==> config.mk <==
export PLATFORM = sky130hd
export DESIGN_NAME = source_text_tokenizer_flat
export DESIGN_NICKNAME = d
export VERILOG_FILES = /design/src/design/stt_pkg.sv /design/src/design/stt_req_if.sv /design/src/design/stt_rsp_if.sv /design/src/design/source_text_tokenizer.sv /design/src/design/stt_scan.sv /design/src/flat_wrapper.sv
export SDC_FILE = /design/constraint.sdc
export NUM_CORES = 1
export LEC_CHECK = 0
export BUFFER_PORTS_ARGS = -buffer_cell sky130_fd_sc_hd__clkbuf_2
export CORE_ASPECT_RATIO = 0.6
export CORE_MARGIN = 3
export CORE_UTILIZATION = 55
export CTS_BUF_LIST = sky130_fd_sc_hd__clkbuf_16
export DETAILED_ROUTE_END_ITERATION = 12
export PLACE_DENSITY = 0.72
export SYNTH_ARGS = -nofsm -noshare
export SYNTH_HDL_FRONTEND = slang
export SYNTH_SLANG_ARGS = --single-unit
==> constraint.sdc <==
create_clock -name clock -period 5.3 [get_ports clock]
set_clock_uncertainty 0.15 [all_clocks]
set_input_delay 1.06 -clock clock [delete_from_list [all_inputs] [get_ports clock]]
set_output_delay 1.06 -clock clock [all_outputs]
set_load 0.005 [all_outputs]
==> src/design/stt_pkg.sv <==
`timescale 1ns / 1ps
// ----------------------------------------------------------------------------
// Source text tokenizer package
// Shared types, codes and character constants of the tokenizer.
// ----------------------------------------------------------------------------
package stt_pkg;

   localparam int LINE_W = 16;
   localparam int COL_W  = 12;
   localparam int REC_MAX = 3;
   localparam int CNT_W   = 2;

   localparam logic [LINE_W-1:0] FIRST_LINE_RESET   = 16'd1;
   localparam logic [COL_W-1:0]  FIRST_COLUMN_RESET = 12'd0;

   // Register indexes (taken from byte address bit 2).
   localparam logic CSR_FIRST_LINE   = 1'b0;
   localparam logic CSR_FIRST_COLUMN = 1'b1;

   // Record kinds.
   localparam logic [1:0] KIND_VALUE = 2'd0;
   localparam logic [1:0] KIND_TOKEN = 2'd1;
   localparam logic [1:0] KIND_ERROR = 2'd2;

   // Token types.
   localparam logic [3:0] TOK_IDENT  = 4'd0;
   localparam logic [3:0] TOK_NUMBER = 4'd1;
   localparam logic [3:0] TOK_STRING = 4'd2;
   localparam logic [3:0] TOK_IF     = 4'd3;
   localparam logic [3:0] TOK_FUNC   = 4'd4;
   localparam logic [3:0] TOK_RETURN = 4'd5;
   localparam logic [3:0] TOK_WHILE  = 4'd6;
   localparam logic [3:0] TOK_LPAREN = 4'd7;
   localparam logic [3:0] TOK_RPAREN = 4'd8;
   localparam logic [3:0] TOK_LBRACE = 4'd9;
   localparam logic [3:0] TOK_RBRACE = 4'd10;
   localparam logic [3:0] TOK_COMMA  = 4'd11;
   localparam logic [3:0] TOK_SEMI   = 4'd12;
   localparam logic [3:0] TOK_ASSIGN = 4'd13;
   localparam logic [3:0] TOK_EOF    = 4'd14;

   // Error codes.
   localparam logic ERR_UNEXPECTED   = 1'b0;
   localparam logic ERR_UNTERMINATED = 1'b1;

   // Characters.
   localparam logic [7:0] CH_NUL        = 8'h00;
   localparam logic [7:0] CH_TAB        = 8'h09;
   localparam logic [7:0] CH_NEWLINE    = 8'h0A;
   localparam logic [7:0] CH_CR         = 8'h0D;
   localparam logic [7:0] CH_SPACE      = 8'h20;
   localparam logic [7:0] CH_QUOTE      = 8'h22;
   localparam logic [7:0] CH_BACKSLASH  = 8'h5C;
   localparam logic [7:0] CH_UNDERSCORE = 8'h5F;
   localparam logic [7:0] CH_N          = 8'h6E;
   localparam logic [7:0] CH_LPAREN     = 8'h28;
   localparam logic [7:0] CH_RPAREN     = 8'h29;
   localparam logic [7:0] CH_LBRACE     = 8'h7B;
   localparam logic [7:0] CH_RBRACE     = 8'h7D;
   localparam logic [7:0] CH_COMMA      = 8'h2C;
   localparam logic [7:0] CH_SEMI       = 8'h3B;
   localparam logic [7:0] CH_ASSIGN     = 8'h3D;

   // Keyword spellings, first character in the top byte.
   localparam logic [15:0] KW_IF     = "if";
   localparam logic [31:0] KW_FUNC   = "func";
   localparam logic [47:0] KW_RETURN = "return";
   localparam logic [39:0] KW_WHILE  = "while";

   typedef enum logic [2:0] {
      MODE_IDLE   = 3'd0,
      MODE_IDENT  = 3'd1,
      MODE_NUMBER = 3'd2,
      MODE_STRING = 3'd3,
      MODE_ESCAPE = 3'd4
   } scan_mode_type;

   typedef struct packed {
      scan_mode_type     mode;
      logic [LINE_W-1:0] line;
      logic [COL_W-1:0]  col;
      logic [LINE_W-1:0] tok_line;
      logic [COL_W-1:0]  tok_col;
   } scan_state_type;

   typedef struct packed {
      logic [1:0]        kind;
      logic [3:0]        token_type;
      logic [7:0]        value;
      logic [LINE_W-1:0] start_line;
      logic [COL_W-1:0]  start_col;
      logic [LINE_W-1:0] end_line;
      logic [COL_W-1:0]  end_col;
      logic              err;
   } record_type;

endpackage

==> src/design/stt_req_if.sv <==
`timescale 1ns / 1ps
// ----------------------------------------------------------------------------
// Tokenizer input channel
// Valid/ready channel carrying one source byte per word.
// ----------------------------------------------------------------------------
interface stt_req_if;
   logic       valid;
   logic       ready;
   logic [7:0] char_byte;

   modport source (output valid, output char_byte, input ready);
   modport sink (input valid, input char_byte, output ready);
endinterface

==> src/design/stt_rsp_if.sv <==
`timescale 1ns / 1ps
// ----------------------------------------------------------------------------
// Tokenizer result channel
// Valid/ready channel carrying one value, token or error record per word.
// ----------------------------------------------------------------------------
interface stt_rsp_if;
   logic                      valid;
   logic                      ready;
   logic [1:0]                record_kind;
   logic [3:0]                token_type;
   logic [7:0]                value_byte;
   logic [stt_pkg::LINE_W-1:0] start_line;
   logic [stt_pkg::COL_W-1:0]  start_column;
   logic [stt_pkg::LINE_W-1:0] end_line;
   logic [stt_pkg::COL_W-1:0]  end_column;
   logic                      error_code;
   logic                      last;

   modport source (output valid, output record_kind, output token_type, output value_byte,
                   output start_line, output start_column, output end_line,
                   output end_column, output error_code, output last, input ready);
   modport sink (input valid, input record_kind, input token_type, input value_byte,
                 input start_line, input start_column, input end_line,
                 input end_column, input error_code, input last, output ready);
endinterface

==> src/design/source_text_tokenizer.sv <==
`timescale 1ns / 1ps
// ----------------------------------------------------------------------------
// Source text tokenizer
// Streaming lexical scanner: one source byte in, value, token and error
// records out, with line and column tracking.
// ----------------------------------------------------------------------------
// The records of an accepted byte are offered in the cycle after it is taken.
// Throughput: one byte per cycle while each byte yields at most one record and the
// result channel is ready; a byte yielding more records (up to 3) holds the input
// until the single record port has drained the three-entry record buffer.
// Reset: synchronous, active high; clears the scan, restores first_line to 1 and
// first_column to 0, and empties the record buffer.
module source_text_tokenizer #(
   parameter int MAX_KEYWORD_LEN = 6
) (
   input  logic        clock,
   input  logic        reset,
   input  logic        csr_psel,
   input  logic        csr_penable,
   input  logic        csr_pwrite,
   input  logic [2:0]  csr_paddr,
   input  logic [31:0] csr_pwdata,
   output logic [31:0] csr_prdata,
   output logic        csr_pready,
   stt_req_if.sink     req_ch,
   stt_rsp_if.source   rsp_ch
);

   localparam int LEN_W = $clog2(MAX_KEYWORD_LEN + 2);

   // Configuration registers.
   logic [stt_pkg::LINE_W-1:0] first_line_ff, first_line_in;
   logic [stt_pkg::COL_W-1:0]  first_col_ff, first_col_in;

   // Scan state: mode, running location, token start and identifier buffer.
   stt_pkg::scan_state_type scan_ff, scan_in, scan_nxt;
   logic [LEN_W-1:0] wlen_ff, wlen_in, wlen_nxt;
   logic [7:0]       wbuf_ff [MAX_KEYWORD_LEN];
   logic [7:0]       wbuf_nxt [MAX_KEYWORD_LEN];

   // Record buffer: the records of the last accepted byte, oldest in entry zero.
   stt_pkg::record_type       rec_ff [stt_pkg::REC_MAX];
   stt_pkg::record_type       rec_in [stt_pkg::REC_MAX];
   stt_pkg::record_type       rec_nxt [stt_pkg::REC_MAX];
   logic [stt_pkg::CNT_W-1:0] cnt_ff, cnt_in, rec_count;

   logic cfg_wr;
   logic accept;
   logic pop;

   // The scan step sees the byte straight from the channel and the stored state.
   stt_scan #(
      .MAX_KEYWORD_LEN(MAX_KEYWORD_LEN)
   ) u_scan (
      .char_byte    (req_ch.char_byte),
      .cur          (scan_ff),
      .word_len     (wlen_ff),
      .word_buf     (wbuf_ff),
      .first_line   (first_line_ff),
      .first_column (first_col_ff),
      .nxt          (scan_nxt),
      .nxt_len      (wlen_nxt),
      .nxt_buf      (wbuf_nxt),
      .recs         (rec_nxt),
      .rec_count    (rec_count)
   );

   // A new byte is taken when the buffer is empty, or when its last record leaves
   // in this same cycle, so single-record bytes stream every cycle while output is ready.
   assign req_ch.ready = (cnt_ff == '0) ||
                         (cnt_ff == stt_pkg::CNT_W'(1) && rsp_ch.ready);
   assign accept = req_ch.valid && req_ch.ready;
   assign pop    = rsp_ch.valid && rsp_ch.ready;

   // The APB port never waits; a write lands on the access cycle.
   assign csr_pready = 1'b1;
   assign cfg_wr     = csr_psel && csr_penable && csr_pwrite;

   always_comb begin
      csr_prdata = '0;
      case (csr_paddr[2])
         stt_pkg::CSR_FIRST_LINE:   csr_prdata[stt_pkg::LINE_W-1:0] = first_line_ff;
         stt_pkg::CSR_FIRST_COLUMN: csr_prdata[stt_pkg::COL_W-1:0]  = first_col_ff;
         default:                   csr_prdata = '0;
      endcase
   end

   // Next configuration and scan state. A register write also loads the running
   // location; the user must configure only while idle; the block does not check.
   always_comb begin
      first_line_in = first_line_ff;
      first_col_in  = first_col_ff;
      scan_in       = accept ? scan_nxt : scan_ff;
      wlen_in       = accept ? wlen_nxt : wlen_ff;
      if (cfg_wr) begin
         case (csr_paddr[2])
            stt_pkg::CSR_FIRST_LINE: begin
               first_line_in = csr_pwdata[stt_pkg::LINE_W-1:0];
               scan_in.line  = csr_pwdata[stt_pkg::LINE_W-1:0];
            end
            stt_pkg::CSR_FIRST_COLUMN: begin
               first_col_in = csr_pwdata[stt_pkg::COL_W-1:0];
               scan_in.col  = csr_pwdata[stt_pkg::COL_W-1:0];
            end
            default: begin
               first_line_in = first_line_ff;
            end
         endcase
      end
   end

   // Record buffer: load on accept, otherwise shift out one record per pop.
   always_comb begin
      rec_in = rec_ff;
      cnt_in = cnt_ff;
      if (accept) begin
         rec_in = rec_nxt;
         cnt_in = rec_count;
      end else if (pop) begin
         for (int i = 0; i < stt_pkg::REC_MAX - 1; i++) begin
            rec_in[i] = rec_ff[i+1];
         end
         cnt_in = cnt_ff - 1'b1;
      end
   end

   always_ff @(posedge clock) begin
      if (reset) begin
         first_line_ff    <= stt_pkg::FIRST_LINE_RESET;
         first_col_ff     <= stt_pkg::FIRST_COLUMN_RESET;
         scan_ff.mode     <= stt_pkg::MODE_IDLE;
         scan_ff.line     <= stt_pkg::FIRST_LINE_RESET;
         scan_ff.col      <= stt_pkg::FIRST_COLUMN_RESET;
         scan_ff.tok_line <= '0;
         scan_ff.tok_col  <= '0;
         wlen_ff          <= '0;
         cnt_ff           <= '0;
      end else begin
         first_line_ff <= first_line_in;
         first_col_ff  <= first_col_in;
         scan_ff       <= scan_in;
         wlen_ff       <= wlen_in;
         cnt_ff        <= cnt_in;
      end
   end

   // Payload storage carries no reset; entries are read only below the counts.
   always_ff @(posedge clock) begin
      if (accept) begin
         wbuf_ff <= wbuf_nxt;
      end
      rec_ff <= rec_in;
   end

   // The head of the buffer drives the result channel.
   assign rsp_ch.valid        = (cnt_ff != '0);
   assign rsp_ch.record_kind  = rec_ff[0].kind;
   assign rsp_ch.token_type   = rec_ff[0].token_type;
   assign rsp_ch.value_byte   = rec_ff[0].value;
   assign rsp_ch.start_line   = rec_ff[0].start_line;
   assign rsp_ch.start_column = rec_ff[0].start_col;
   assign rsp_ch.end_line     = rec_ff[0].end_line;
   assign rsp_ch.end_column   = rec_ff[0].end_col;
   assign rsp_ch.error_code   = rec_ff[0].err;
   assign rsp_ch.last         = (cnt_ff == stt_pkg::CNT_W'(1));

endmodule

==> src/design/stt_scan.sv <==
`timescale 1ns / 1ps
// ----------------------------------------------------------------------------
// Tokenizer scan step
// Classifies one byte against the scan state and forms the next state and
// up to three result records.
// ----------------------------------------------------------------------------
module stt_scan #(
   parameter int MAX_KEYWORD_LEN = 6
) (
   input  logic [7:0]                    char_byte,
   input  stt_pkg::scan_state_type       cur,
   input  logic [$clog2(MAX_KEYWORD_LEN+2)-1:0] word_len,
   input  logic [7:0]                    word_buf [MAX_KEYWORD_LEN],
   input  logic [stt_pkg::LINE_W-1:0]    first_line,
   input  logic [stt_pkg::COL_W-1:0]     first_column,
   output stt_pkg::scan_state_type       nxt,
   output logic [$clog2(MAX_KEYWORD_LEN+2)-1:0] nxt_len,
   output logic [7:0]                    nxt_buf [MAX_KEYWORD_LEN],
   output stt_pkg::record_type           recs [stt_pkg::REC_MAX],
   output logic [stt_pkg::CNT_W-1:0]     rec_count
);

   localparam int LEN_W = $clog2(MAX_KEYWORD_LEN + 2);
   localparam int BUF_W = $clog2(MAX_KEYWORD_LEN);

   function automatic logic is_alpha(input logic [7:0] c);
      is_alpha = (c >= "a" && c <= "z") || (c >= "A" && c <= "Z");
   endfunction

   function automatic logic is_digit(input logic [7:0] c);
      is_digit = (c >= "0" && c <= "9");
   endfunction

   function automatic logic is_space(input logic [7:0] c);
      is_space = (c == stt_pkg::CH_SPACE) || (c >= stt_pkg::CH_TAB && c <= stt_pkg::CH_CR);
   endfunction

   function automatic logic [stt_pkg::LINE_W-1:0] step_line(
      input logic [7:0] c, input logic [stt_pkg::LINE_W-1:0] l);
      step_line = (c == stt_pkg::CH_NEWLINE && l != '1) ? l + 1'b1 : l;
   endfunction

   function automatic logic [stt_pkg::COL_W-1:0] step_col(
      input logic [7:0] c, input logic [stt_pkg::COL_W-1:0] k);
      if (c == stt_pkg::CH_NEWLINE) begin
         step_col = '0;
      end else begin
         step_col = (k != '1) ? k + 1'b1 : k;
      end
   endfunction

   function automatic stt_pkg::record_type mk_rec(
      input logic [1:0] kind, input logic [3:0] ttype, input logic [7:0] val,
      input logic [stt_pkg::LINE_W-1:0] sl, input logic [stt_pkg::COL_W-1:0] sc,
      input logic [stt_pkg::LINE_W-1:0] el, input logic [stt_pkg::COL_W-1:0] ec,
      input logic err);
      mk_rec.kind       = kind;
      mk_rec.token_type = ttype;
      mk_rec.value      = val;
      mk_rec.start_line = sl;
      mk_rec.start_col  = sc;
      mk_rec.end_line   = el;
      mk_rec.end_col    = ec;
      mk_rec.err        = err;
   endfunction

   logic [3:0] kw_type;
   logic       punct_hit;
   logic [3:0] punct_type;

   // Keyword match over the first six buffered characters.
   always_comb begin
      kw_type = stt_pkg::TOK_IDENT;
      if (word_len == LEN_W'(2) && {word_buf[0], word_buf[1]} == stt_pkg::KW_IF) begin
         kw_type = stt_pkg::TOK_IF;
      end else if (word_len == LEN_W'(4) &&
                   {word_buf[0], word_buf[1], word_buf[2], word_buf[3]} == stt_pkg::KW_FUNC) begin
         kw_type = stt_pkg::TOK_FUNC;
      end else if (word_len == LEN_W'(6) &&
                   {word_buf[0], word_buf[1], word_buf[2], word_buf[3], word_buf[4],
                    word_buf[5]} == stt_pkg::KW_RETURN) begin
         kw_type = stt_pkg::TOK_RETURN;
      end else if (word_len == LEN_W'(5) &&
                   {word_buf[0], word_buf[1], word_buf[2], word_buf[3],
                    word_buf[4]} == stt_pkg::KW_WHILE) begin
         kw_type = stt_pkg::TOK_WHILE;
      end
   end

   always_comb begin
      punct_hit  = 1'b1;
      punct_type = stt_pkg::TOK_LPAREN;
      case (char_byte)
         stt_pkg::CH_LPAREN: punct_type = stt_pkg::TOK_LPAREN;
         stt_pkg::CH_RPAREN: punct_type = stt_pkg::TOK_RPAREN;
         stt_pkg::CH_LBRACE: punct_type = stt_pkg::TOK_LBRACE;
         stt_pkg::CH_RBRACE: punct_type = stt_pkg::TOK_RBRACE;
         stt_pkg::CH_COMMA:  punct_type = stt_pkg::TOK_COMMA;
         stt_pkg::CH_SEMI:   punct_type = stt_pkg::TOK_SEMI;
         stt_pkg::CH_ASSIGN: punct_type = stt_pkg::TOK_ASSIGN;
         default:            punct_hit  = 1'b0;
      endcase
   end

   always_comb begin
      logic [stt_pkg::CNT_W-1:0] n;
      logic                      between;
      logic                      eoi;
      logic                      eoi_str;
      logic [7:0]                c;
      c       = char_byte;
      n       = '0;
      between = 1'b0;
      eoi     = 1'b0;
      eoi_str = 1'b0;
      nxt     = cur;
      nxt_len = word_len;
      nxt_buf = word_buf;
      for (int i = 0; i < stt_pkg::REC_MAX; i++) begin
         recs[i] = '0;
      end

      case (cur.mode)
         stt_pkg::MODE_IDENT: begin
            if (is_alpha(c) || is_digit(c) || c == stt_pkg::CH_UNDERSCORE) begin
               if (word_len < LEN_W'(MAX_KEYWORD_LEN)) begin
                  nxt_buf[word_len[BUF_W-1:0]] = c;
               end
               if (word_len <= LEN_W'(MAX_KEYWORD_LEN)) begin
                  nxt_len = word_len + 1'b1;
               end
               recs[n] = mk_rec(stt_pkg::KIND_VALUE, stt_pkg::TOK_IDENT, c,
                                cur.tok_line, cur.tok_col, '0, '0, 1'b0);
               n = n + 1'b1;
               nxt.line = step_line(c, cur.line);
               nxt.col  = step_col(c, cur.col);
            end else begin
               recs[n] = mk_rec(stt_pkg::KIND_TOKEN, kw_type, '0,
                                cur.tok_line, cur.tok_col, '0, '0, 1'b0);
               n = n + 1'b1;
               nxt.mode = stt_pkg::MODE_IDLE;
               between  = 1'b1;
            end
         end
         stt_pkg::MODE_NUMBER: begin
            if (is_digit(c)) begin
               recs[n] = mk_rec(stt_pkg::KIND_VALUE, stt_pkg::TOK_NUMBER, c,
                                cur.tok_line, cur.tok_col, '0, '0, 1'b0);
               n = n + 1'b1;
               nxt.line = step_line(c, cur.line);
               nxt.col  = step_col(c, cur.col);
            end else begin
               recs[n] = mk_rec(stt_pkg::KIND_TOKEN, stt_pkg::TOK_NUMBER, '0,
                                cur.tok_line, cur.tok_col, '0, '0, 1'b0);
               n = n + 1'b1;
               nxt.mode = stt_pkg::MODE_IDLE;
               between  = 1'b1;
            end
         end
         stt_pkg::MODE_STRING: begin
            if (c == stt_pkg::CH_NUL) begin
               eoi     = 1'b1;
               eoi_str = 1'b1;
            end else if (c == stt_pkg::CH_QUOTE) begin
               recs[n] = mk_rec(stt_pkg::KIND_TOKEN, stt_pkg::TOK_STRING, '0,
                                cur.tok_line, cur.tok_col, '0, '0, 1'b0);
               n = n + 1'b1;
               nxt.mode = stt_pkg::MODE_IDLE;
               nxt.line = step_line(c, cur.line);
               nxt.col  = step_col(c, cur.col);
            end else begin
               if (c == stt_pkg::CH_BACKSLASH) begin
                  nxt.mode = stt_pkg::MODE_ESCAPE;
               end else begin
                  recs[n] = mk_rec(stt_pkg::KIND_VALUE, stt_pkg::TOK_STRING, c,
                                   cur.tok_line, cur.tok_col, '0, '0, 1'b0);
                  n = n + 1'b1;
               end
               nxt.line = step_line(c, cur.line);
               nxt.col  = step_col(c, cur.col);
            end
         end
         stt_pkg::MODE_ESCAPE: begin
            nxt.line = step_line(c, cur.line);
            nxt.col  = step_col(c, cur.col);
            if (c == stt_pkg::CH_NUL) begin
               eoi     = 1'b1;
               eoi_str = 1'b1;
            end else begin
               recs[n] = mk_rec(stt_pkg::KIND_VALUE, stt_pkg::TOK_STRING,
                                (c == stt_pkg::CH_N) ? stt_pkg::CH_NEWLINE : c,
                                cur.tok_line, cur.tok_col, '0, '0, 1'b0);
               n = n + 1'b1;
               nxt.mode = stt_pkg::MODE_STRING;
            end
         end
         default: begin
            nxt.mode = stt_pkg::MODE_IDLE;
            between  = 1'b1;
         end
      endcase

      // Handling of a byte that arrives between tokens.
      if (between) begin
         if (c == stt_pkg::CH_NUL) begin
            eoi = 1'b1;
         end else if (is_space(c)) begin
            nxt.line = step_line(c, cur.line);
            nxt.col  = step_col(c, cur.col);
         end else if (is_alpha(c) || is_digit(c) || c == stt_pkg::CH_QUOTE || punct_hit) begin
            nxt.tok_line = cur.line;
            nxt.tok_col  = cur.col;
            if (is_alpha(c)) begin
               nxt_buf[0] = c;
               nxt_len    = LEN_W'(1);
               nxt.mode   = stt_pkg::MODE_IDENT;
               recs[n] = mk_rec(stt_pkg::KIND_VALUE, stt_pkg::TOK_IDENT, c,
                                cur.line, cur.col, '0, '0, 1'b0);
               n = n + 1'b1;
            end else if (is_digit(c)) begin
               nxt.mode = stt_pkg::MODE_NUMBER;
               recs[n] = mk_rec(stt_pkg::KIND_VALUE, stt_pkg::TOK_NUMBER, c,
                                cur.line, cur.col, '0, '0, 1'b0);
               n = n + 1'b1;
            end else if (c == stt_pkg::CH_QUOTE) begin
               nxt.mode = stt_pkg::MODE_STRING;
            end else begin
               recs[n] = mk_rec(stt_pkg::KIND_VALUE, punct_type, c,
                                cur.line, cur.col, '0, '0, 1'b0);
               n = n + 1'b1;
               recs[n] = mk_rec(stt_pkg::KIND_TOKEN, punct_type, '0,
                                cur.line, cur.col, '0, '0, 1'b0);
               n = n + 1'b1;
            end
            nxt.line = step_line(c, cur.line);
            nxt.col  = step_col(c, cur.col);
         end else begin
            recs[n] = mk_rec(stt_pkg::KIND_ERROR, stt_pkg::TOK_IDENT, '0,
                             cur.line, cur.col, cur.line, cur.col, stt_pkg::ERR_UNEXPECTED);
            n = n + 1'b1;
            nxt.line = step_line(c, cur.line);
            nxt.col  = step_col(c, cur.col);
         end
      end

      // End of input closes an open string, emits end of file and clears the scan.
      if (eoi) begin
         if (eoi_str) begin
            recs[n] = mk_rec(stt_pkg::KIND_ERROR, stt_pkg::TOK_IDENT, '0,
                             cur.tok_line, cur.tok_col, nxt.line, nxt.col,
                             stt_pkg::ERR_UNTERMINATED);
            n = n + 1'b1;
            recs[n] = mk_rec(stt_pkg::KIND_TOKEN, stt_pkg::TOK_STRING, '0,
                             cur.tok_line, cur.tok_col, '0, '0, 1'b0);
            n = n + 1'b1;
         end
         recs[n] = mk_rec(stt_pkg::KIND_TOKEN, stt_pkg::TOK_EOF, '0,
                          nxt.line, nxt.col, '0, '0, 1'b0);
         n = n + 1'b1;
         nxt.mode     = stt_pkg::MODE_IDLE;
         nxt.line     = first_line;
         nxt.col      = first_column;
         nxt.tok_line = '0;
         nxt.tok_col  = '0;
         nxt_len      = '0;
      end

      rec_count = n;
   end

endmodule
==> src/flat_wrapper.sv <==
// flat-port wrapper written by rule: the top's interface ports become plain ports
module source_text_tokenizer_flat 
#(
   parameter int MAX_KEYWORD_LEN = 6
)
  (clock, reset, csr_psel, csr_penable, csr_pwrite, csr_paddr, csr_pwdata, csr_prdata, csr_pready, req_ch_valid, req_ch_char_byte, req_ch_ready, rsp_ch_valid, rsp_ch_record_kind, rsp_ch_token_type, rsp_ch_value_byte, rsp_ch_start_line, rsp_ch_start_column, rsp_ch_end_line, rsp_ch_end_column, rsp_ch_error_code, rsp_ch_last, rsp_ch_ready);
  stt_req_if req_ch_i ();
  stt_rsp_if rsp_ch_i ();
  input  logic clock;
  input  logic reset;
  input  logic csr_psel;
  input  logic csr_penable;
  input  logic csr_pwrite;
  input  logic [2:0] csr_paddr;
  input  logic [31:0] csr_pwdata;
  output logic [31:0] csr_prdata;
  output logic csr_pready;
  input wire logic [$bits(req_ch_i.valid)-1:0] req_ch_valid;
  input wire logic [$bits(req_ch_i.char_byte)-1:0] req_ch_char_byte;
  output wire logic [$bits(req_ch_i.ready)-1:0] req_ch_ready;
  output wire logic [$bits(rsp_ch_i.valid)-1:0] rsp_ch_valid;
  output wire logic [$bits(rsp_ch_i.record_kind)-1:0] rsp_ch_record_kind;
  output wire logic [$bits(rsp_ch_i.token_type)-1:0] rsp_ch_token_type;
  output wire logic [$bits(rsp_ch_i.value_byte)-1:0] rsp_ch_value_byte;
  output wire logic [$bits(rsp_ch_i.start_line)-1:0] rsp_ch_start_line;
  output wire logic [$bits(rsp_ch_i.start_column)-1:0] rsp_ch_start_column;
  output wire logic [$bits(rsp_ch_i.end_line)-1:0] rsp_ch_end_line;
  output wire logic [$bits(rsp_ch_i.end_column)-1:0] rsp_ch_end_column;
  output wire logic [$bits(rsp_ch_i.error_code)-1:0] rsp_ch_error_code;
  output wire logic [$bits(rsp_ch_i.last)-1:0] rsp_ch_last;
  input wire logic [$bits(rsp_ch_i.ready)-1:0] rsp_ch_ready;
  assign req_ch_i.valid = req_ch_valid;
  assign req_ch_i.char_byte = req_ch_char_byte;
  assign req_ch_ready = req_ch_i.ready;
  assign rsp_ch_valid = rsp_ch_i.valid;
  assign rsp_ch_record_kind = rsp_ch_i.record_kind;
  assign rsp_ch_token_type = rsp_ch_i.token_type;
  assign rsp_ch_value_byte = rsp_ch_i.value_byte;
  assign rsp_ch_start_line = rsp_ch_i.start_line;
  assign rsp_ch_start_column = rsp_ch_i.start_column;
  assign rsp_ch_end_line = rsp_ch_i.end_line;
  assign rsp_ch_end_column = rsp_ch_i.end_column;
  assign rsp_ch_error_code = rsp_ch_i.error_code;
  assign rsp_ch_last = rsp_ch_i.last;
  assign rsp_ch_i.ready = rsp_ch_ready;
  source_text_tokenizer #(.MAX_KEYWORD_LEN(MAX_KEYWORD_LEN)) u_core (.clock(clock), .reset(reset), .csr_psel(csr_psel), .csr_penable(csr_penable), .csr_pwrite(csr_pwrite), .csr_paddr(csr_paddr), .csr_pwdata(csr_pwdata), .csr_prdata(csr_prdata), .csr_pready(csr_pready), .req_ch(req_ch_i), .rsp_ch(rsp_ch_i));
endmodule
After elaboration in Yosys (flattened, before gate mapping)
Cells that the tools add are included.
{"block": "word_totals", "rom_bits": 0, "latchBits": 0, "input_bits": 50, "output_inout_bits": 107, "regBits": 353, "n_memories": 0, "word_cells": 264, "mem_bits_rw": 0}
{"block": "classes", "magnitude_cmp": 22, "n_eq_ne": 30, "n_addsub": 9, "bitwise": 7, "n_reduce_logical": 40, "shifts": 0, "mul": 0, "n_div": 0, "n_mux": 117}
{"cell": "$mux 213", "n": 10}
{"cell": "$bwmux 213", "n": 8}
{"cell": "$demux 71 s2", "n": 5}
{"cell": "$mux 71", "n": 5}
{"cell": "$mux 142", "n": 2}
{"cell": "$mux 70", "n": 4}
{"cell": "$pmux 70 s4", "n": 1}
{"cell": "$mux 59", "n": 3}
{"cell": "$mux 48", "n": 3}
{"cell": "$mux 28", "n": 5}
{"cell": "$mux 67", "n": 2}
{"cell": "$pmux 28 s4", "n": 1}
{"cell": "$mux 3", "n": 22}
{"cell": "$mux 31", "n": 2}
{"cell": "$eq 8x6->1 const B", "n": 7}
{"cell": "$mux 56", "n": 1}
{"cell": "$mux 8", "n": 7}
{"cell": "$bwmux 48", "n": 1}
{"cell": "$eq 48x47->1 const B", "n": 1}
{"cell": "$eq 40x39->1 const B", "n": 1}
{"cell": "$eq 8x7->1 const B", "n": 5}
{"cell": "$mux 12", "n": 3}
{"cell": "$eq 32x31->1 const B", "n": 1}
{"cell": "$mux 16", "n": 2}
{"cell": "other kinds (47)", "n": 123}

Logic depth before layout (Yosys ltp)
{"block": "depth", "depth_word": 26, "mapped_depth": 16, "ltp_nobuf": 12}

By module
Synthesis repeated with hierarchy kept, for this count alone.
{"block": "unflattened", "cells_unflattened": 1940, "hier_area_um2": 20155.6}
{"module": "source_text_tokenizer", "seq_area_each_um2": 9679.3, "n_inst": 1, "cells_each": 985, "area_each_um2": 14416.3}
{"module": "stt_scan", "seq_area_each_um2": 0.0, "n_inst": 1, "cells_each": 955, "area_each_um2": 5739.3}

Worst setup path before layout
No wires, ideal clock.
{"block": "synth_timing", "path_type": "in2reg", "startpoint": "in req_ch_char_byte[6]", "endpoint": "reg u_core.rec_ff (netlist bit u_core.rsp_ch.end_column[9]), data pin", "slack_ns": 0.537, "t_arrival_ns": 4.359, "setup_time_ns": 0.254, "stages": 16, "n_path_buf": 5, "t_required_ns": 4.896, "path_cell_list": "buf_2 -> or4_1 -> clkbuf_1 -> o21ai_0 -> o311a_1 -> buf_2 -> nand2_1 -> clkbuf_1 -> a21oi_1 -> ha_1 -> nand3_1 -> nand2_1 -> nor2_1 -> clkbuf_1 -> a22o_1 -> a21o_1"}
{"item": "from (decl)", "line": "flat_wrapper.sv:19", "rtl": "input wire logic [$bits(req_ch_i.char_byte)-1:0] req_ch_char_byte;"}
{"item": "to (signal assigned)", "line": "source_text_tokenizer.sv:152", "rtl": "rec_ff <= rec_in;"}
{"item": "to (decl)", "line": "source_text_tokenizer.sv:42", "rtl": "stt_pkg::record_type rec_ff [stt_pkg::REC_MAX];"}

==> results.toml <==
[status]
outcome = "finished, final reports clean"

[placement]
place.detailed.hpwl_um = 37800
numPortBuffers = 121
place_congestion = 0.983

[timing]
setup_tns_ns = 0
finalSetupViolations = 0
worst_pin_slew_ns = 1.21
slew_headroom_pct = 17.0
fin_crit_ns = 4.61
rsz0062_at_grt = "no"
fin_crit_sh_pct = 87.0
fmax_mhz = 217
slew_viol_final = 0
hold_viol = 0

[power_and_ir_drop]
totalPowerFinal_mw = 8.98
irDropWorstVdd_mv = 0.303
power-per-cell-area_mw_per_mm2 = 458
p_leak_nw = 7.35

[detailed_routing]
dr.pass1.iters = 6
final_antenna_net_count = 0
first_iter_violations = 2543
drt-total-wl_um = 56200
avgRoutedWirePerCell_um = 24.9
via_count = 14941
drc = 0
via_per_inst = 6.62

[cts]
htreeDepth = 2
cts_max_path_buffers = 3
clock_sinks = 344
cts_resized = 0
hold_buffers = 0
numCtsBuffers = 34
cts_tree = "built"
cts_setup_buffers = 0
clk-insertion-delay-late_ns = 0.53
clk_pin_slew_ns = 0.06
cts.root.buffer_cell = "clkbuf_16"

[synth]
synth_most_common_cell = "edfxtp_1"
synth-compound-area-share_pct = 19.2
synth_edf_count = 252
yosys.area.top_type = "edfxtp_1"
yosys.area_share.adder_pct = 0.767
synth.cell_area_mm2 = 0.0179
yosys.area_share.simple_pct = 16.2
synth_top_family_by_area = "compound AO/OA/AOI/OAI gates"
yosys_warnings = 0
synthXorXnorAreaFrac_pct = 0.683
synthArstFlopShare_pct = 0
synth_cell_type_count = 87
ys_top_cells_by_count = "edfxtp_1 (252), nand2_1 (243), a21oi_1 (123)"
synth_top_area_share_pct = 42.2
avgSynthCellArea_um2 = 10.1
yosysSeqAreaShare_pct = 52.4
yosys_register_bits = 344
synthTopCellsByArea = "edfxtp_1 (42%), dfxtp_1 (10%), nand2_1 (5.1%), buf_4 (3.6%), a21oi_1 (3.4%)"
synthFlopType = "edfxtp_1"
synthMuxAreaShare_pct = 3.38
syn_inst = 1776

[worst_setup_path]
ff2ff_setup_slack_ns = 1.10
cp.arrival_ns = 4.82
r2r_start = "u_core.scan_ff[57]"
path_cells = "clkbuf_2, or4_1, o221a_4, or3_4, a211oi_1, xnor2_1, inv_1, ha_1, nand3_1, nand2_1, nor2_1, a22o_1, a21o_1"
path_buf_inv = 2
worstRegToRegCells = 12
rr_endpoint = "u_core.rsp_ch.end_column[11]"
required_ns = 5.50
cpPeakStageDelay_ns = 0.79
critPathTopFamily = "simple AND/OR/NAND/NOR gates"
slowest_stage = "nor2_1"
cp_max_fo = 11
start_kind = "primary input"
critical_path_class = "in2reg"
endpoint_kind = "register"

[hold_path]
whs_path_depth = 2
hold_end = "u_core.first_line_ff[6]"
holdCritPathClass = "reg2reg"
min_from = "u_core.first_line_ff[6]"

[floorplanning]
dieWidth_um = 239
die_height_um = 146
core_area_mm2 = 0.0317
core.rowCount = 50
die-area_mm2 = 0.0349
ios = 157
start_util_pct = 56.7

[global_routing]
grt_pass1_wl_um = 84600
grt_pass1_vias = 13643
grt_max_degree = 155
grt_overflow = 0
grtUsageTotal_pct = 31.5
antenna_found_initial = 1

[final_layout]
layout.nets = 1878
post_route_cells_drive_above_1_share_pct = 15.3
syn2layout_area_growth_pct = 9.26
antennaDiodeCount = 0
nFillCells = 2624

[run]
max_cap_violations = 0
-- tightest hold or removal path, delay by kind of cell, from the launching register on --
family | cells | cell delay [ns]
AOI/OAI and AO/OA | 1 | 0.05
DFF | 1 | 0.32
and+or+nand+nor | 1 | 0.06
-- layer usage --
layer  track usage (%)  vias up  wire length (µm)
met2              42.1     1026             22300
met3              11.5      107              8630
met5                 0        -                13
li1                  -     6597                 -
met4              6.76        2              1180
met1              48.4     7209             24000
-- how the worst max path moves through the flow --
stage	to	start	slack, ns	cells after the start
global route	u_core.rsp_ch.end_column[11]	req_ch_char_byte[0]	0.52	13
global placement	u_core.rsp_ch.end_column[11]	req_ch_char_byte[0]	0.30	13
finish	u_core.rsp_ch.end_column[11]	req_ch_char_byte[0]	0.69	13
CTS	u_core.rsp_ch.end_column[11]	req_ch_char_byte[0]	0.75	13
floorplan	u_core.rsp_ch.end_column[9]	req_ch_char_byte[6]	0.54	16
detailed placement	u_core.rsp_ch.end_column[11]	req_ch_char_byte[0]	0.21	13
-- sequential cells by signal, indices dropped and copies added, names as in the netlist --
name and cells:
u_core.rec_ff 133, u_core.scan_ff 59, u_core.wbuf_ff 48, u_core.first_line_ff 16
u_core.rsp_ch.end_line 16, u_core.rsp_ch.start_line 16, u_core.first_col_ff 12, u_core.rsp_ch.end_column 12
u_core.rsp_ch.start_column 12, u_core.rsp_ch.value_byte 8, u_core.rsp_ch.token_type 4, u_core.wlen_ff 3
u_core.cnt_ff 2, u_core.rsp_ch.record_kind 2, u_core.rsp_ch.error_code 1
-- power breakdown --
group | leakage, nW | internal, mW | switching (mW)
clock | 0.536 | 1.20 | 1.05
combinational | 3.60 | 0.869 | 1.61
sequential | 3.21 | 3.83 | 0.427
total | 7.35 | 5.90 | 3.08
-- cell usage in the layout (no fill, tap or decap), types with 27 or more instances in the layout --
cell,instances
o21ai_0,92
nand3_1,27
nor3_1,36
a22o_1,32
nand2b_1,40
nor2_1,105
conb_1,47
clkbuf_2,120
edfxtp_1,252
a31oi_1,28
buf_4,67
nand2_1,242
a21oi_1,123
dfxtp_1,92
mux2i_1,37
clkbuf_16,35
-- cells by family after synthesis --
| group | after synthesis |
|---|---|
| and+or+nand+nor | 590 |
| AOI/OAI and AO/OA | 511 |
| DFF | 344 |
| buffers and inverters | 246 |
| muxes | 58 |
| xor gates and xnor gates | 14 |
| adders and majority gates | 11 |
| other | 2 |
-- cell type report --
type / count / area [µm²] / share of cell area [%]
sequential: 344 / 9410 / 48.0
timing repair buffer: 190 / 1150 / 5.86
clock inverter: 26 / 120 / 0.613
clock buffer: 35 / 876 / 4.47
tap: 416 / 520 / 2.66
inverter: 16 / 65.1 / 0.332
multi-input combinational: 1231 / 7460 / 38.1
-- metrics by stage --
| step | hold WS (ns) | cell area (µm²) | setup WS (ns) | util [%] | cells |
|---|---|---|---|---|---|
| 2_1_floorplan | 0.294 | 18100 | 0.537 | - | 1821 |
| 3_3_place_gp | 0.304 | 18600 | 0.301 | 58.8 | 2197 |
| 3_5_place_dp | 0.316 | 18600 | 0.206 | 58.8 | 2197 |
| 4_1_cts | 0.324 | 19600 | 0.747 | 61.9 | 2258 |
| 5_1_grt | 0.338 | 19600 | 0.517 | 61.9 | 2258 |
| 6_report | 0.324 | 19600 | 0.688 | 61.9 | 2258 |
(Power assumes the default switching activity.)
